**config.mk**
```make
export PLATFORM = sky130hd
export DESIGN_NAME = spi_nor_flash_command_sequencer
export DESIGN_NICKNAME = d
export VERILOG_FILES = /design/src/rtl/core/nor_seq_pkg.sv /design/src/rtl/core/nor_seq_decode.sv /design/src/rtl/core/nor_seq_out.sv /design/src/rtl/core/spi_nor_flash_command_sequencer.sv
export SDC_FILE = /design/constraint.sdc
export NUM_CORES = 1
export LEC_CHECK = 0
export BUFFER_PORTS_ARGS = -buffer_cell sky130_fd_sc_hd__buf_2
export CAP_MARGIN = 5
export CORE_ASPECT_RATIO = 1.25
export CORE_MARGIN = 2
export CORE_UTILIZATION = 40
export DETAILED_ROUTE_END_ITERATION = 8
export HOLD_SLACK_MARGIN = 0.08
export PLACE_DENSITY = 0.56
export SYNTH_ARGS = -nofsm -noshare
export SYNTH_HDL_FRONTEND = slang
export SYNTH_HIERARCHICAL = 1
export SYNTH_SLANG_ARGS = --single-unit
export TNS_END_PERCENT = 30
```
**constraint.sdc**
```tcl
create_clock -name clock -period 4.8 [get_ports clock]
set_input_delay 0.48 -clock clock [delete_from_list [all_inputs] [get_ports clock]]
set_output_delay 0.48 -clock clock [all_outputs]
set_load 0.01 [all_outputs]
```
**src/rtl/core/nor_seq_pkg.sv**
```systemverilog
package nor_seq_pkg;

   // field widths
   localparam int ADDR_W   = 25;
   localparam int LEN_W    = 16;
   localparam int BYTE_W   = 8;
   localparam int OP_W     = 4;
   localparam int CS_W     = 4;
   localparam int IDX_W    = 3;

   // packed port widths
   localparam int REQ_DATA_W = 56;
   localparam int REQ_USER_W = 4;
   localparam int RSP_DATA_W = 16;
   localparam int RSP_USER_W = 2;

   // page quotient by reciprocal: estimate is exact or one low
   localparam int RECIP_SHIFT = 30;
   localparam int RECIP_W     = 27;
   localparam int PROD_W      = ADDR_W + RECIP_W;

   // parameter defaults
   localparam int PAGE_BYTES_DEF = 256;
   localparam int CHIP_COUNT_DEF = 4;
   localparam int CHIP_SHIFT_DEF = 23;

   // request opcodes
   localparam logic [OP_W-1:0] OP_READ         = 4'd0;
   localparam logic [OP_W-1:0] OP_PAGE_READ    = 4'd1;
   localparam logic [OP_W-1:0] OP_PAGE_PROGRAM = 4'd2;
   localparam logic [OP_W-1:0] OP_SECTOR_ERASE = 4'd3;
   localparam logic [OP_W-1:0] OP_BULK_ERASE   = 4'd4;
   localparam logic [OP_W-1:0] OP_WRITE_ENABLE = 4'd5;
   localparam logic [OP_W-1:0] OP_READ_STATUS  = 4'd6;
   localparam logic [OP_W-1:0] OP_WRITE_STATUS = 4'd7;
   localparam logic [OP_W-1:0] OP_READ_ID      = 4'd8;
   localparam logic [OP_W-1:0] OP_DATA         = 4'd9;

   // flash instruction bytes
   localparam logic [BYTE_W-1:0] CMD_WREN    = 8'h06;
   localparam logic [BYTE_W-1:0] CMD_RDID    = 8'h9F;
   localparam logic [BYTE_W-1:0] CMD_RDSR    = 8'h05;
   localparam logic [BYTE_W-1:0] CMD_WRSR    = 8'h01;
   localparam logic [BYTE_W-1:0] CMD_READ    = 8'h03;
   localparam logic [BYTE_W-1:0] CMD_PP      = 8'h02;
   localparam logic [BYTE_W-1:0] CMD_SE      = 8'hD8;
   localparam logic [BYTE_W-1:0] CMD_BE      = 8'hC7;
   localparam logic [BYTE_W-1:0] DUMMY_BYTE  = 8'hFF;

   typedef struct packed {
      logic [OP_W-1:0]   opcode;
      logic [ADDR_W-1:0] address;
      logic [LEN_W-1:0]  length;
      logic [BYTE_W-1:0] data_byte;
   } item_type;

   typedef struct packed {
      logic              frame_open;
      logic [LEN_W-1:0]  bytes_left;
      logic              reading;
      logic [CS_W-1:0]   active_select;
   } state_type;

   typedef struct packed {
      logic [BYTE_W-1:0] tx_byte;
      logic [CS_W-1:0]   chip_select;
      logic              capture;
      logic              frame_end;
      logic              last;
   } entry_type;

endpackage

```
**src/rtl/core/nor_seq_decode.sv**
```systemverilog
module nor_seq_decode #(
   parameter int PAGE_BYTES = nor_seq_pkg::PAGE_BYTES_DEF,
   parameter int CHIP_COUNT = nor_seq_pkg::CHIP_COUNT_DEF,
   parameter int CHIP_SHIFT = nor_seq_pkg::CHIP_SHIFT_DEF
) (
   input  nor_seq_pkg::item_type              item,
   input  logic [nor_seq_pkg::ADDR_W-1:0]     quot,
   input  logic [nor_seq_pkg::IDX_W-1:0]      idx,
   input  nor_seq_pkg::state_type             state,
   output nor_seq_pkg::entry_type             entry,
   output logic                               drop,
   output nor_seq_pkg::state_type             next_state
);

   localparam int AW = nor_seq_pkg::ADDR_W;

   logic [AW-1:0]                     page_est;
   logic [AW-1:0]                     page_rem;
   logic [AW-1:0]                     page;
   logic [AW-1:0]                     chip_idx;
   logic [nor_seq_pkg::CS_W-1:0]      cs;
   logic [nor_seq_pkg::BYTE_W-1:0]    a_hi, a_mid, a_lo, p_hi, p_mid, p_lo;
   logic                              len_zero;

   function automatic nor_seq_pkg::entry_type mk(
      input logic [nor_seq_pkg::BYTE_W-1:0] tx,
      input logic [nor_seq_pkg::CS_W-1:0]   sel,
      input logic                           cap,
      input logic                           fend,
      input logic                           lst
   );
      nor_seq_pkg::entry_type e;
      e.tx_byte     = tx;
      e.chip_select = sel;
      e.capture     = cap;
      e.frame_end   = fend;
      e.last        = lst;
      return e;
   endfunction

   // finish the page round-down: quotient estimate may be one low
   assign page_est = AW'(quot * AW'(PAGE_BYTES));
   assign page_rem = item.address - page_est;
   assign page     = (page_rem >= AW'(PAGE_BYTES)) ? page_est + AW'(PAGE_BYTES) : page_est;

   // one-hot chip select from the high address bits
   assign chip_idx = item.address >> CHIP_SHIFT;
   assign cs = (chip_idx < AW'(CHIP_COUNT)) ? (nor_seq_pkg::CS_W'(1) << chip_idx[1:0])
                                            : '0;

   assign a_hi  = item.address[23:16];
   assign a_mid = item.address[15:8];
   assign a_lo  = item.address[7:0];
   assign p_hi  = page[23:16];
   assign p_mid = page[15:8];
   assign p_lo  = page[7:0];
   assign len_zero = (item.length == '0);

   // pick the byte at this position of the command and the state it leaves
   always_comb begin
      entry      = mk('0, '0, 1'b0, 1'b0, 1'b0);
      drop       = 1'b0;
      next_state = state;
      if (item.opcode == nor_seq_pkg::OP_DATA) begin
         if (!state.frame_open) begin
            drop = 1'b1;
         end else begin
            entry = mk(state.reading ? nor_seq_pkg::DUMMY_BYTE : item.data_byte,
                       state.active_select, state.reading,
                       state.bytes_left == nor_seq_pkg::LEN_W'(1), 1'b1);
            next_state.bytes_left = state.bytes_left - nor_seq_pkg::LEN_W'(1);
            if (state.bytes_left == nor_seq_pkg::LEN_W'(1)) begin
               next_state.frame_open = 1'b0;
            end
         end
      end else if (state.frame_open) begin
         drop = 1'b1;
      end else begin
         case (item.opcode)
            nor_seq_pkg::OP_READ: begin
               case (idx)
                  3'd0:    entry = mk(nor_seq_pkg::CMD_READ, cs, 1'b0, 1'b0, 1'b0);
                  3'd1:    entry = mk(a_hi, cs, 1'b0, 1'b0, 1'b0);
                  3'd2:    entry = mk(a_mid, cs, 1'b0, 1'b0, 1'b0);
                  default: entry = mk(a_lo, cs, 1'b0, len_zero, 1'b1);
               endcase
               if (!len_zero) begin
                  next_state.frame_open    = 1'b1;
                  next_state.bytes_left    = item.length;
                  next_state.reading       = 1'b1;
                  next_state.active_select = cs;
               end
            end
            nor_seq_pkg::OP_PAGE_READ: begin
               case (idx)
                  3'd0:    entry = mk(nor_seq_pkg::CMD_READ, cs, 1'b0, 1'b0, 1'b0);
                  3'd1:    entry = mk(p_hi, cs, 1'b0, 1'b0, 1'b0);
                  3'd2:    entry = mk(p_mid, cs, 1'b0, 1'b0, 1'b0);
                  default: entry = mk(p_lo, cs, 1'b0, 1'b0, 1'b1);
               endcase
               next_state.frame_open    = 1'b1;
               next_state.bytes_left    = nor_seq_pkg::LEN_W'(PAGE_BYTES);
               next_state.reading       = 1'b1;
               next_state.active_select = cs;
            end
            nor_seq_pkg::OP_PAGE_PROGRAM: begin
               case (idx)
                  3'd0:    entry = mk(nor_seq_pkg::CMD_WREN, cs, 1'b0, 1'b1, 1'b0);
                  3'd1:    entry = mk(nor_seq_pkg::CMD_PP, cs, 1'b0, 1'b0, 1'b0);
                  3'd2:    entry = mk(p_hi, cs, 1'b0, 1'b0, 1'b0);
                  3'd3:    entry = mk(p_mid, cs, 1'b0, 1'b0, 1'b0);
                  default: entry = mk(p_lo, cs, 1'b0, 1'b0, 1'b1);
               endcase
               next_state.frame_open    = 1'b1;
               next_state.bytes_left    = nor_seq_pkg::LEN_W'(PAGE_BYTES);
               next_state.reading       = 1'b0;
               next_state.active_select = cs;
            end
            nor_seq_pkg::OP_SECTOR_ERASE: begin
               case (idx)
                  3'd0:    entry = mk(nor_seq_pkg::CMD_WREN, cs, 1'b0, 1'b1, 1'b0);
                  3'd1:    entry = mk(nor_seq_pkg::CMD_SE, cs, 1'b0, 1'b0, 1'b0);
                  3'd2:    entry = mk(a_hi, cs, 1'b0, 1'b0, 1'b0);
                  3'd3:    entry = mk('0, cs, 1'b0, 1'b0, 1'b0);
                  default: entry = mk('0, cs, 1'b0, 1'b1, 1'b1);
               endcase
            end
            nor_seq_pkg::OP_BULK_ERASE: begin
               case (idx)
                  3'd0:    entry = mk(nor_seq_pkg::CMD_WREN, cs, 1'b0, 1'b1, 1'b0);
                  default: entry = mk(nor_seq_pkg::CMD_BE, cs, 1'b0, 1'b1, 1'b1);
               endcase
            end
            nor_seq_pkg::OP_WRITE_ENABLE: begin
               entry = mk(nor_seq_pkg::CMD_WREN, cs, 1'b0, 1'b1, 1'b1);
            end
            nor_seq_pkg::OP_READ_STATUS: begin
               case (idx)
                  3'd0:    entry = mk(nor_seq_pkg::CMD_RDSR, cs, 1'b0, 1'b0, 1'b0);
                  default: entry = mk(nor_seq_pkg::DUMMY_BYTE, cs, 1'b1, 1'b1, 1'b1);
               endcase
            end
            nor_seq_pkg::OP_WRITE_STATUS: begin
               case (idx)
                  3'd0:    entry = mk(nor_seq_pkg::CMD_WREN, cs, 1'b0, 1'b1, 1'b0);
                  3'd1:    entry = mk(nor_seq_pkg::CMD_WRSR, cs, 1'b0, 1'b0, 1'b0);
                  default: entry = mk(item.data_byte, cs, 1'b0, 1'b1, 1'b1);
               endcase
            end
            nor_seq_pkg::OP_READ_ID: begin
               case (idx)
                  3'd0:    entry = mk(nor_seq_pkg::CMD_RDID, cs, 1'b0, 1'b0, 1'b0);
                  3'd1:    entry = mk(nor_seq_pkg::DUMMY_BYTE, cs, 1'b1, 1'b0, 1'b0);
                  3'd2:    entry = mk(nor_seq_pkg::DUMMY_BYTE, cs, 1'b1, 1'b0, 1'b0);
                  default: entry = mk(nor_seq_pkg::DUMMY_BYTE, cs, 1'b1, 1'b1, 1'b1);
               endcase
            end
            default: begin
               drop = 1'b1;
            end
         endcase
      end
   end

endmodule

```
**src/rtl/core/nor_seq_out.sv**
```systemverilog
module nor_seq_out (
   input  logic                                    clock,
   input  logic                                    reset,
   input  logic                                    push,
   input  nor_seq_pkg::entry_type                  entry,
   output logic                                    can_load,
   output logic                                    rsp_tvalid,
   input  logic                                    rsp_tready,
   output logic [nor_seq_pkg::RSP_DATA_W-1:0]      rsp_tdata,
   output logic [nor_seq_pkg::RSP_USER_W-1:0]      rsp_tuser,
   output logic                                    rsp_tlast
);

   logic                   valid_ff, valid_in;
   nor_seq_pkg::entry_type word_ff;

   // load whenever the register is empty or its word leaves this cycle
   assign can_load = !valid_ff || rsp_tready;
   assign valid_in = push ? 1'b1 : (rsp_tready ? 1'b0 : valid_ff);

   always_ff @(posedge clock) begin
      if (reset) begin
         valid_ff <= 1'b0;
      end else begin
         valid_ff <= valid_in;
      end
   end

   always_ff @(posedge clock) begin
      if (push) begin
         word_ff <= entry;
      end
   end

   assign rsp_tvalid = valid_ff;
   assign rsp_tdata  = {4'b0, word_ff.chip_select, word_ff.tx_byte};
   assign rsp_tuser  = {word_ff.frame_end, word_ff.capture};
   assign rsp_tlast  = word_ff.last;

endmodule

```
**src/rtl/core/spi_nor_flash_command_sequencer.sv**
```systemverilog
// SPI NOR command sequencer for up to four flash chips. Each request word is
// a flash command or one data-phase byte; each response word is one SPI byte
// with its one-hot chip select, a capture flag for the returned byte and a
// flag that releases chip select after it. A data word yields one response
// word, so data phases stream at one byte per clock while rsp_tready holds. A
// command yields one response word per frame byte it produces (one to five,
// write enable frames included), walked out by the byte-index counter that
// steps the held command through the decoder; the next request is taken in the
// cycle its last byte moves to the response register. Commands arriving while
// a data phase is open, data words with no open frame and unknown opcodes are
// swallowed with no response.
module spi_nor_flash_command_sequencer #(
   parameter int PAGE_BYTES = nor_seq_pkg::PAGE_BYTES_DEF,
   parameter int CHIP_COUNT = nor_seq_pkg::CHIP_COUNT_DEF,
   parameter int CHIP_SHIFT = nor_seq_pkg::CHIP_SHIFT_DEF
) (
   input  logic                                    clock,
   input  logic                                    reset,
   input  logic                                    req_tvalid,
   output logic                                    req_tready,
   // address[24:0], length[40:25], data_byte[48:41], zero fill
   input  logic [nor_seq_pkg::REQ_DATA_W-1:0]      req_tdata,
   // opcode[3:0]
   input  logic [nor_seq_pkg::REQ_USER_W-1:0]      req_tuser,
   output logic                                    rsp_tvalid,
   input  logic                                    rsp_tready,
   // tx_byte[7:0], chip_select[11:8], zero fill
   output logic [nor_seq_pkg::RSP_DATA_W-1:0]      rsp_tdata,
   // capture[0], frame_end[1]
   output logic [nor_seq_pkg::RSP_USER_W-1:0]      rsp_tuser,
   output logic                                    rsp_tlast
);

   localparam int AW = nor_seq_pkg::ADDR_W;
   localparam logic [nor_seq_pkg::RECIP_W-1:0] RECIP =
      nor_seq_pkg::RECIP_W'((64'd1 << nor_seq_pkg::RECIP_SHIFT) / PAGE_BYTES);

   logic                                hold_valid_ff, hold_valid_in;
   nor_seq_pkg::item_type               item_ff, item_in;
   logic [AW-1:0]                       quot_ff, quot_in;
   logic [nor_seq_pkg::PROD_W-1:0]      prod;
   logic [nor_seq_pkg::IDX_W-1:0]       idx_ff, idx_in;
   nor_seq_pkg::state_type              state_ff, state_in, next_state;
   nor_seq_pkg::entry_type              entry;
   logic                                drop;
   logic                                can_load;
   logic                                push;
   logic                                done;
   logic                                accept;

   // unpack the request word
   assign item_in.opcode    = req_tuser;
   assign item_in.address   = req_tdata[24:0];
   assign item_in.length    = req_tdata[40:25];
   assign item_in.data_byte = req_tdata[48:41];

   // page quotient estimate, finished in the decoder
   assign prod    = nor_seq_pkg::PROD_W'(item_in.address) * nor_seq_pkg::PROD_W'(RECIP);
   assign quot_in = AW'(prod >> nor_seq_pkg::RECIP_SHIFT);

   nor_seq_decode #(
      .PAGE_BYTES (PAGE_BYTES),
      .CHIP_COUNT (CHIP_COUNT),
      .CHIP_SHIFT (CHIP_SHIFT)
   ) u_decode (
      .item       (item_ff),
      .quot       (quot_ff),
      .idx        (idx_ff),
      .state      (state_ff),
      .entry      (entry),
      .drop       (drop),
      .next_state (next_state)
   );

   nor_seq_out u_out (
      .clock      (clock),
      .reset      (reset),
      .push       (push),
      .entry      (entry),
      .can_load   (can_load),
      .rsp_tvalid (rsp_tvalid),
      .rsp_tready (rsp_tready),
      .rsp_tdata  (rsp_tdata),
      .rsp_tuser  (rsp_tuser),
      .rsp_tlast  (rsp_tlast)
   );

   // a held word is done when swallowed or when its last byte moves out
   assign push       = hold_valid_ff && !drop && can_load;
   assign done       = hold_valid_ff && (drop || (can_load && entry.last));
   assign req_tready = !hold_valid_ff || done;
   assign accept     = req_tvalid && req_tready;

   assign hold_valid_in = accept ? 1'b1 : (done ? 1'b0 : hold_valid_ff);

   // advance the byte index, restart it with each new word
   always_comb begin
      idx_in = idx_ff;
      if (accept || (push && entry.last)) begin
         idx_in = '0;
      end else if (push) begin
         idx_in = idx_ff + nor_seq_pkg::IDX_W'(1);
      end
   end

   // commit frame state with the last byte of a word
   assign state_in = (push && entry.last) ? next_state : state_ff;

   always_ff @(posedge clock) begin
      if (reset) begin
         hold_valid_ff <= 1'b0;
         idx_ff        <= '0;
         state_ff      <= '0;
      end else begin
         hold_valid_ff <= hold_valid_in;
         idx_ff        <= idx_in;
         state_ff      <= state_in;
      end
   end

   // hold the accepted word
   always_ff @(posedge clock) begin
      if (accept) begin
         item_ff <= item_in;
         quot_ff <= quot_in;
      end
   end

endmodule

```
==> run summary, run 1 <==
Max Slew Vio Count -> 0
Area of the die -> 16610 um^2
Placed instance area -> 6795 um^2
CP endpoint kind -> register
Routed vias -> 5760
Drt pass-1 iters -> 7
Slowest-stage cell, CP -> or4_1
Via density per instance -> 5.789
Mapped cell area -> 6236 um^2
First-pass GRT wire length -> 29300 um
Leakage power -> 2.600 nW
CTS tree -> done
Worst R2R Setup Slack -> 630 ps
Layout net count -> 863
Clk_skew -> 7.715 ps
DRT Wirelength -> 18450 um
Tightest Pin Transition -> 828.6 ps
Rel. slew slack -> 44.33%
Status -> finished, final reports clean
Cell Chain, Critical Path -> inv_1 -> ha_1 -> fa_1 -> nand2_1 -> a211o_1 -> a2111oi_2 -> o311ai_1 -> or4_1 -> or4_1 -> or4_1 -> a21oi_1 -> o31ai_1 -> o211ai_1
Row count -> 51
Maxcap violations -> 0
Final instance area -> 7093 um^2
Core area -> 15440 um^2
Die Ht -> 143.6 um
CTS Buf Count -> 9
Fin worst setup slack -> 632.3 ps
Most numerous cell on the critical path -> or4_1
Clk sink count -> 95
Syn. warnings -> 6
H-tree Lvls -> 3
Root Buffer -> clkbuf_16
Buffers & Inverters on Critical Path -> 1
R2r endpoint -> u_out/rsp_tdata[1]
Post-CTS sizing -> 0
Area Growth Syn to Fin -> 13.74%
Final core occ -> 45.93%
Critical Path AT -> 4360 ps
Hold Crit Class -> primary input to register
Hold Fails Final Rpt -> 0
Post-detailed-route wirelength per cell -> 18.54 um
IO Pins -> 85
Pwr dens -> 283.8 nW/um^2
Most frequent cells in the layout -> nand2_1, buf_2, a21oi_1
Detail Placement HPWL -> 13870 um
Layout cells sized above 1 -> 15.33%
Synthesized instance count -> 715
Hold Path Depth -> 1
Reg clk slew, reported paths -> 70 ps
R2R Path Start -> item_ff[32]
Gr ovfl total -> 0
Worst R2R Path Depth -> 13
Clk_lat worst skew -> 350 ps
Number of routed nets with antenna violations -> 0
Most common cell after layout, fill and taps aside -> nand2_1
Critical path data required time -> 4990 ps
Die W -> 115.7 um
Residual DRC count -> 0
Post-CTS Setup Repair Bufs -> 0
RSZ-0062 raised after global routing -> no
Syn Area/Cell -> 8.722 um^2
Final Critical Period -> 4168 ps
Crit Path Category -> register to register
Critical-path maximum fanout -> 5
Worst slack at placement -> 723.3 ps
Initial Util -> 40.38%
Critical path startpoint category -> register
# setup viols final -> 0
Fmax -> 0.2399 GHz
CTS max path bufs -> 2
Sum of negative setup slack -> 0 ps
Initial antenna violation count -> 0
GR Util All Layers -> 22.83%
# hold bufs at CTS -> 0
Drt initial violations -> 468
Delay of the slowest critical-path stage -> 520 ps
Port Buffer Count -> 73
Gpl congestion -> 0.9051
Largest net degree at the start of global routing -> 52
Antenna diodes -> 0
Hold Crit Start -> req_tdata[30]
CP delay by family, top -> simple AND/OR/NAND/NOR gates
Hold Crit Endpoint -> item_ff[13]
Crit share post-route -> 86.83%
Maximum vdd drop -> 0.1860 mV
Vias in the first global route -> 5513
through the flow:
step	total power [mW]	cells	hold slack (ps)
CTS	2.026	995	294.4
global placement	1.301	979	456.9
finish	2.013	995	299.2
global route	2.106	995	287.5
floorplan	1.192	718	435.1
detailed placement	1.305	979	470.2
power breakdown:
group	internal (mW)	total, mW	leakage, nW	switching [mW]
logic	0.123	0.323	1.59	0.200
clock network	0.390	0.722	0.147	0.332
registers	0.924	0.968	0.862	0.0441
total	1.44	2.01	2.60	0.576
worst max-delay path by stage:
stage | startpoint | to | cells past startpoint
finish | item_ff[32] | u_out/rsp_tdata[1] | 13
global placement | item_ff[32] | u_out/rsp_tdata[1] | 13
global route | item_ff[32] | u_out/rsp_tdata[1] | 13
detailed placement | item_ff[32] | u_out/rsp_tdata[1] | 13
floorplan | item_ff[32] | u_out/rsp_tdata[6] | 14
CTS | item_ff[32] | u_out/rsp_tdata[1] | 13
layer usage:
layer  wire, um  vias up  GRT usage (%)
met5          0        -              0
met4        761        0          9.837
met3       1093       48          3.796
met2       9122      198          39.09
met1       7472     2725          28.25
li1           -     2789              -
registers in the layout (all words and copies together), names as in the netlist:
| signal | count |
|---|---|
| u_out/rsp_tvalid | 1 |
| u_out/rsp_tuser | 2 |
| idx_ff | 3 |
| u_out/rsp_tdata | 12 |
| u_out/rsp_tlast | 1 |
| state_ff | 22 |
| item_ff | 53 |
| hold_valid_ff | 1 |
final cells by class:
type,instances,area (um^2)
timing repair buffer,85,455.4
tap,212,265.3
clock buffer,10,250.2
sequential,95,2582
multi-input combinational,555,3372
fill,1537,8349
inverter,32,120.1
clock inverter,6,47.55
No activity file was read; power rests on OpenSTA's default activity.
==> run 2: changes to the inputs <==
Settings changed: PLACE_DENSITY 0.56 to unset.
==> run summary, run 2 (synthesized netlist as in run 1, its figures left out) <==
Multi-input gate area in the final layout -> 3372 um^2 (unchanged)
Crit share post-route -> 87.89% (+1.1 points)
Area Growth Syn to Fin -> 14.27%
Final core occ -> 46.14% (+0.21 points)
Fillers -> 1555 (+1.2%)
Top reg by flops -> item_ff
Die W -> 115.7 um (unchanged)
CTS max path bufs -> 2 (unchanged)
Critical Path AT -> 4290 ps (-70 ps)
Layout cells sized above 1 -> 15.54% (+0.22 points)
# setup viols final -> 0 (unchanged)
Max Slew Vio Count -> 0 (unchanged)
Area of the die -> 16610 um^2 (unchanged)
Hold Fails Final Rpt -> 0 (unchanged)
RSZ-0062 raised after global routing -> no
Status -> finished, final reports clean
Buffers & Inverters on Critical Path -> 2 (+1)
Vias in the first global route -> 5729 (+3.9%)
Clk_lat worst skew -> 350 ps (about the same)
H-tree Lvls -> 3 (unchanged)
# hold bufs at CTS -> 0 (unchanged)
Leakage power -> 2.619 nW (+0.71%)
Antenna diodes -> 0 (unchanged)
First-pass GRT wire length -> 29630 um (+1.1%)
Drt initial violations -> 490 (+4.7%)
Clk_skew -> 12.68 ps (+4.961 ps)
Slowest-stage cell, CP -> or4_1
Via density per instance -> 5.868 (+1.4%)
Worst slack at placement -> 594.6 ps (-128.7 ps)
Delay of the slowest critical-path stage -> 520 ps (about the same)
P_int -> 1.465 mW (+2.0%)
Largest register FFs -> 53 (unchanged)
Critical path startpoint category -> register
Post-CTS sizing -> 0 (unchanged)
Clk sink count -> 95 (unchanged)
CTS tree -> done
Combinational power share -> 16.1% (about the same)
Final Critical Period -> 4219 ps (+50.98 ps)
Maximum vdd drop -> 0.1397 mV (-25%)
DRT Wirelength -> 18590 um (+0.76%)
Row count -> 51 (unchanged)
Seq. cell area -> 2582 um^2 (unchanged)
Critical path data required time -> 4870 ps (-120 ps)
Critical-path maximum fanout -> 10 (+5)
Clock group share of total power -> 36.3% (+0.4 points)
Fin worst setup slack -> 581.3 ps (-50.98 ps)
Pwr dens -> 284.7 nW/um^2 (+0.30%)
Root Buffer -> clkbuf_16
Largest net degree at the start of global routing -> 54 (+3.8%)
Detail Placement HPWL -> 13850 um (-0.17%)
Crit Path Category -> register to register
Most common cell after layout, fill and taps aside -> nand2_1
CTS Buf Count -> 9 (unchanged)
IO Pins -> 85 (unchanged)
CP delay by family, top -> simple AND/OR/NAND/NOR gates
Tightest Pin Transition -> 1131 ps (+302.5 ps)
Maxcap violations -> 0 (unchanged)
Core area -> 15440 um^2 (unchanged)
Gpl congestion -> 0.9235 (+2.0%)
Fmax -> 0.2370 GHz (-1.2%)
GR Util All Layers -> 22.80% (-0.034 points)
Gr ovfl total -> 0 (unchanged)
CP endpoint kind -> register
Post-CTS Setup Repair Bufs -> 0 (unchanged)
Hold Crit Class -> primary input to register
Die Ht -> 143.6 um (unchanged)
Switching Share -> 27.78% (-0.84 points)
Reg power frac -> 47.6% (-0.5 points)
Rel. slew slack -> 24.60% (-20 points)
Initial Util -> 40.38% (unchanged)
Residual DRC count -> 0 (unchanged)
Switching power -> 0.5634 mW (-2.2%)
Layout net count -> 866 (+0.35%)
Port Buffer Count -> 73 (unchanged)
Number of routed nets with antenna violations -> 0 (unchanged)
Initial antenna violation count -> 0 (unchanged)
Drt pass-1 iters -> 6 (-1)
Post-detailed-route wirelength per cell -> 18.65 um (+0.56%)
Most frequent cells in the layout -> nand2_1, buf_2, a21oi_1
Cell Chain, Critical Path -> inv_1 -> ha_1 -> fa_1 -> nand2_1 -> a211o_1 -> a2111oi_2 -> o311ai_1 -> or4_1 -> nand4bb_1 -> nor4_4 -> buf_4 -> nor3_1 -> xnor2_1 -> o221ai_1
Reg clk slew, reported paths -> 70 ps (about the same)
Sum of negative setup slack -> 0 ps (unchanged)
Routed vias -> 5850 (+1.6%)
run 2: path summary, 6_finish.rpt:
kind / startpoint / cells past startpoint / slack, ps / endpoint
setup / recovery: item_ff[32] / 14 / 580 / u_out/rsp_tdata[7]
setup reg to reg: item_ff[32] / 14 / 580 / u_out/rsp_tdata[7]
hold / removal: req_tdata[28] / 1 / 310 / item_ff[11]
hold reg to reg: state_ff[3] / 2 / 480 / state_ff[3]
run 2: area by class of cell:
| cell class | instances | share of cell area [%] |
|---|---|---|
| clock buffer | 11 | 3.863 |
| clock inverter | 4 | 0.4565 |
| inverter | 32 | 1.686 |
| multi-input combinational | 555 | 47.32 |
| sequential | 95 | 36.24 |
| tap | 212 | 3.723 |
| timing repair buffer | 88 | 6.708 |
run 2: stage by stage:
step | hold slack [ps] | instances | power [mW] | cell area (um^2)
2_1_floorplan | 435.1 | 718 | 1.192 | 6247
3_3_place_gp | 456.3 | 982 | 1.300 | 6818
3_5_place_dp | 472.2 | 982 | 1.305 | 6818
4_1_cts | 298.3 | 997 | 2.038 | 7126
5_1_grt | 289.4 | 997 | 2.115 | 7126
6_report | 305.3 | 997 | 2.028 | 7126
run 2: metal layers:
| metal | global-route usage (%) | up-vias | routed length (um) |
|---|---|---|---|
| met5 | 0 | - | 0 |
| met4 | 9.211 | 0 | 599 |
| met3 | 4.091 | 47 | 1252 |
| met2 | 39.58 | 248 | 9375 |
| met1 | 27.80 | 2766 | 7362 |
| li1 | - | 2789 | - |
run 2: power groups by stage:
stage / logic, mW / registers (mW) / clock network, mW
after floorplan: 0.225 / 0.967 / 0
after global placement: 0.317 / 0.983 / 0
after detailed placement: 0.322 / 0.983 / 0
after CTS: 0.324 / 0.965 / 0.750
after global routing: 0.360 / 0.969 / 0.786
final: 0.327 / 0.965 / 0.736
==> run 3: changes to the inputs <==
Settings changed: ABC_AREA set to 1.
==> run summary, run 3 <==
Layout cells sized above 1 -> 12.57% (-3.0 points)
Critical path startpoint category -> register
Antenna diodes -> 0 (unchanged)
Delay of the slowest critical-path stage -> 420 ps (-100 ps)
Layout net count -> 1098 (+27%)
Top reg by flops -> item_ff
Core area -> 16640 um^2 (+7.8%)
Cell Chain, Critical Path -> nor2_1 -> inv_1 -> nor2_1 -> inv_1 -> o2111ai_1 -> nor4_1 -> o21ai_0 -> nand2_4 -> nand3_1 -> nand2_1 -> inv_2 -> buf_4
Reg clk slew, reported paths -> 70 ps (about the same)
Pwr dens -> 285.5 nW/um^2 (+0.31%)
Number of routed nets with antenna violations -> 0 (unchanged)
Post-CTS sizing -> 0 (unchanged)
Status -> finished, final reports clean
IO Pins -> 85 (unchanged)
Residual DRC count -> 0 (unchanged)
Initial Util -> 40.42% (about the same)
Area of the die -> 17880 um^2 (+7.6%)
Critical-path maximum fanout -> 24 (+14)
Critical Path AT -> 3490 ps (-800 ps)
Max Slew Vio Count -> 0 (unchanged)
# hold bufs at CTS -> 0 (unchanged)
Leakage power -> 3.506 nW (+34%)
Area Growth Syn to Fin -> 13.04%
Row count -> 53 (+3.9%)
Detail Placement HPWL -> 15100 um (+9.0%)
CTS Buf Count -> 9 (unchanged)
# setup viols final -> 0 (unchanged)
Worst slack at placement -> 1323 ps (+728.5 ps)
Die Ht -> 149.0 um (+3.8%)
Hold Fails Final Rpt -> 0 (unchanged)
Tightest Pin Transition -> 895.5 ps (-235.6 ps)
Final Critical Period -> 3463 ps (-755.4 ps)
Synthesized instance count -> 946 (+32%)
Critical path data required time -> 4830 ps (-40 ps)
Crit share post-route -> 72.15% (-16 points)
Clk_lat worst skew -> 340 ps (about the same)
Mapped cell area -> 6728 um^2 (+7.9%)
Fin worst setup slack -> 1337 ps (+755.4 ps)
Slowest-stage cell, CP -> edfxtp_1
CTS tree -> done
H-tree Lvls -> 3 (unchanged)
Drt pass-1 iters -> 7 (+1)
RSZ-0062 raised after global routing -> no
Clk_skew -> 9.297 ps (-3.378 ps)
Routed vias -> 6417 (+9.7%)
Crit Path Category -> register to register
CP endpoint kind -> register
First-pass GRT wire length -> 30570 um (+3.2%)
Die W -> 120.0 um (+3.7%)
Most frequent cells in the layout -> nand2_1, inv_1, nor2_1
Most common cell after layout, fill and taps aside -> nand2_1
Syn Area/Cell -> 7.112 um^2 (-18%)
Clk sink count -> 95 (unchanged)
Maximum vdd drop -> 0.1830 mV (+31%)
Largest register FFs -> 53 (unchanged)
Sum of negative setup slack -> 0 ps (unchanged)
GR Util All Layers -> 21.82% (-0.98 points)
DRT Wirelength -> 19430 um (+4.5%)
Gr ovfl total -> 0 (unchanged)
Via density per instance -> 5.183 (-12%)
Post-CTS Setup Repair Bufs -> 0 (unchanged)
Port Buffer Count -> 73 (unchanged)
Rel. slew slack -> 40.24% (+16 points)
Root Buffer -> clkbuf_16
Post-detailed-route wirelength per cell -> 15.69 um (-16%)
Fmax -> 0.2887 GHz (+22%)
Maxcap violations -> 0 (unchanged)
Vias in the first global route -> 6103 (+6.5%)
Syn. warnings -> 6 (unchanged)
CTS max path bufs -> 2 (unchanged)
Gpl congestion -> 0.9185 (-0.54%)
Hold Crit Class -> primary input to register
Largest net degree at the start of global routing -> 25 (-54%)
Drt initial violations -> 379 (-23%)
Initial antenna violation count -> 0 (unchanged)
-- run 3: where the power goes --
part	switching (mW)	total [mW]	internal, mW
sequential	0.0391	0.965	0.926
combinational	0.253	0.380	0.127
clock	0.313	0.827	0.513
total	0.606	2.17	1.57
-- run 3: routing by layer --
metal	vias to the layer above	track usage [%]	wire length, um
li1	3267	-	-
met1	2941	23.85	7692
met2	158	41.45	10330
met3	51	2.446	556
met4	0	10.59	854
met5	-	0	0
-- run 3: worst paths after layout --
path | start | to | slack, ps | depth (start not counted)
worst min-delay path | req_tdata[18] | item_ff[42] | 310 | 1
worst min register to register | state_ff[19] | state_ff[19] | 540 | 2
worst max register to register | item_ff[51] | item_ff[27] | 1340 | 12
worst max-delay path | item_ff[51] | item_ff[27] | 1340 | 12
-- run 3: metrics by stage --
stage / instance area (um^2) / instances / power (mW) / hold slack [ps] / utilization [%]
after global routing: 7605 / 1238 / 2.273 / 294.3 / 45.69
after CTS: 7605 / 1238 / 2.191 / 295.2 / 45.69
final: 7605 / 1238 / 2.171 / 307.3 / 45.69
after global placement: 7261 / 1222 / 1.359 / 509.2 / 43.62
after detailed placement: 7261 / 1222 / 1.360 / 520.6 / 43.62
after floorplan: 6739 / 949 / 1.243 / 459.7 / -
-- run 3: critical path: cells and delay by family, from the launching register on --
kind,cells,cell delay (ps)
AOI/OAI and AO/OA,2,560
and+or+nand+nor,6,1100
DFF,1,420
buffers and inverters,4,1040
-- run 3: layout make-up --
cell class | instances | area, um^2
repair buffers | 78 | 402.9
multi-input cells | 686 | 3463
clock buffers | 10 | 229.0
inverters | 143 | 536.8
clock inverters | 6 | 115.1
well taps | 220 | 275.3
fillers | 1741 | 9040
flip-flops and latches | 95 | 2582
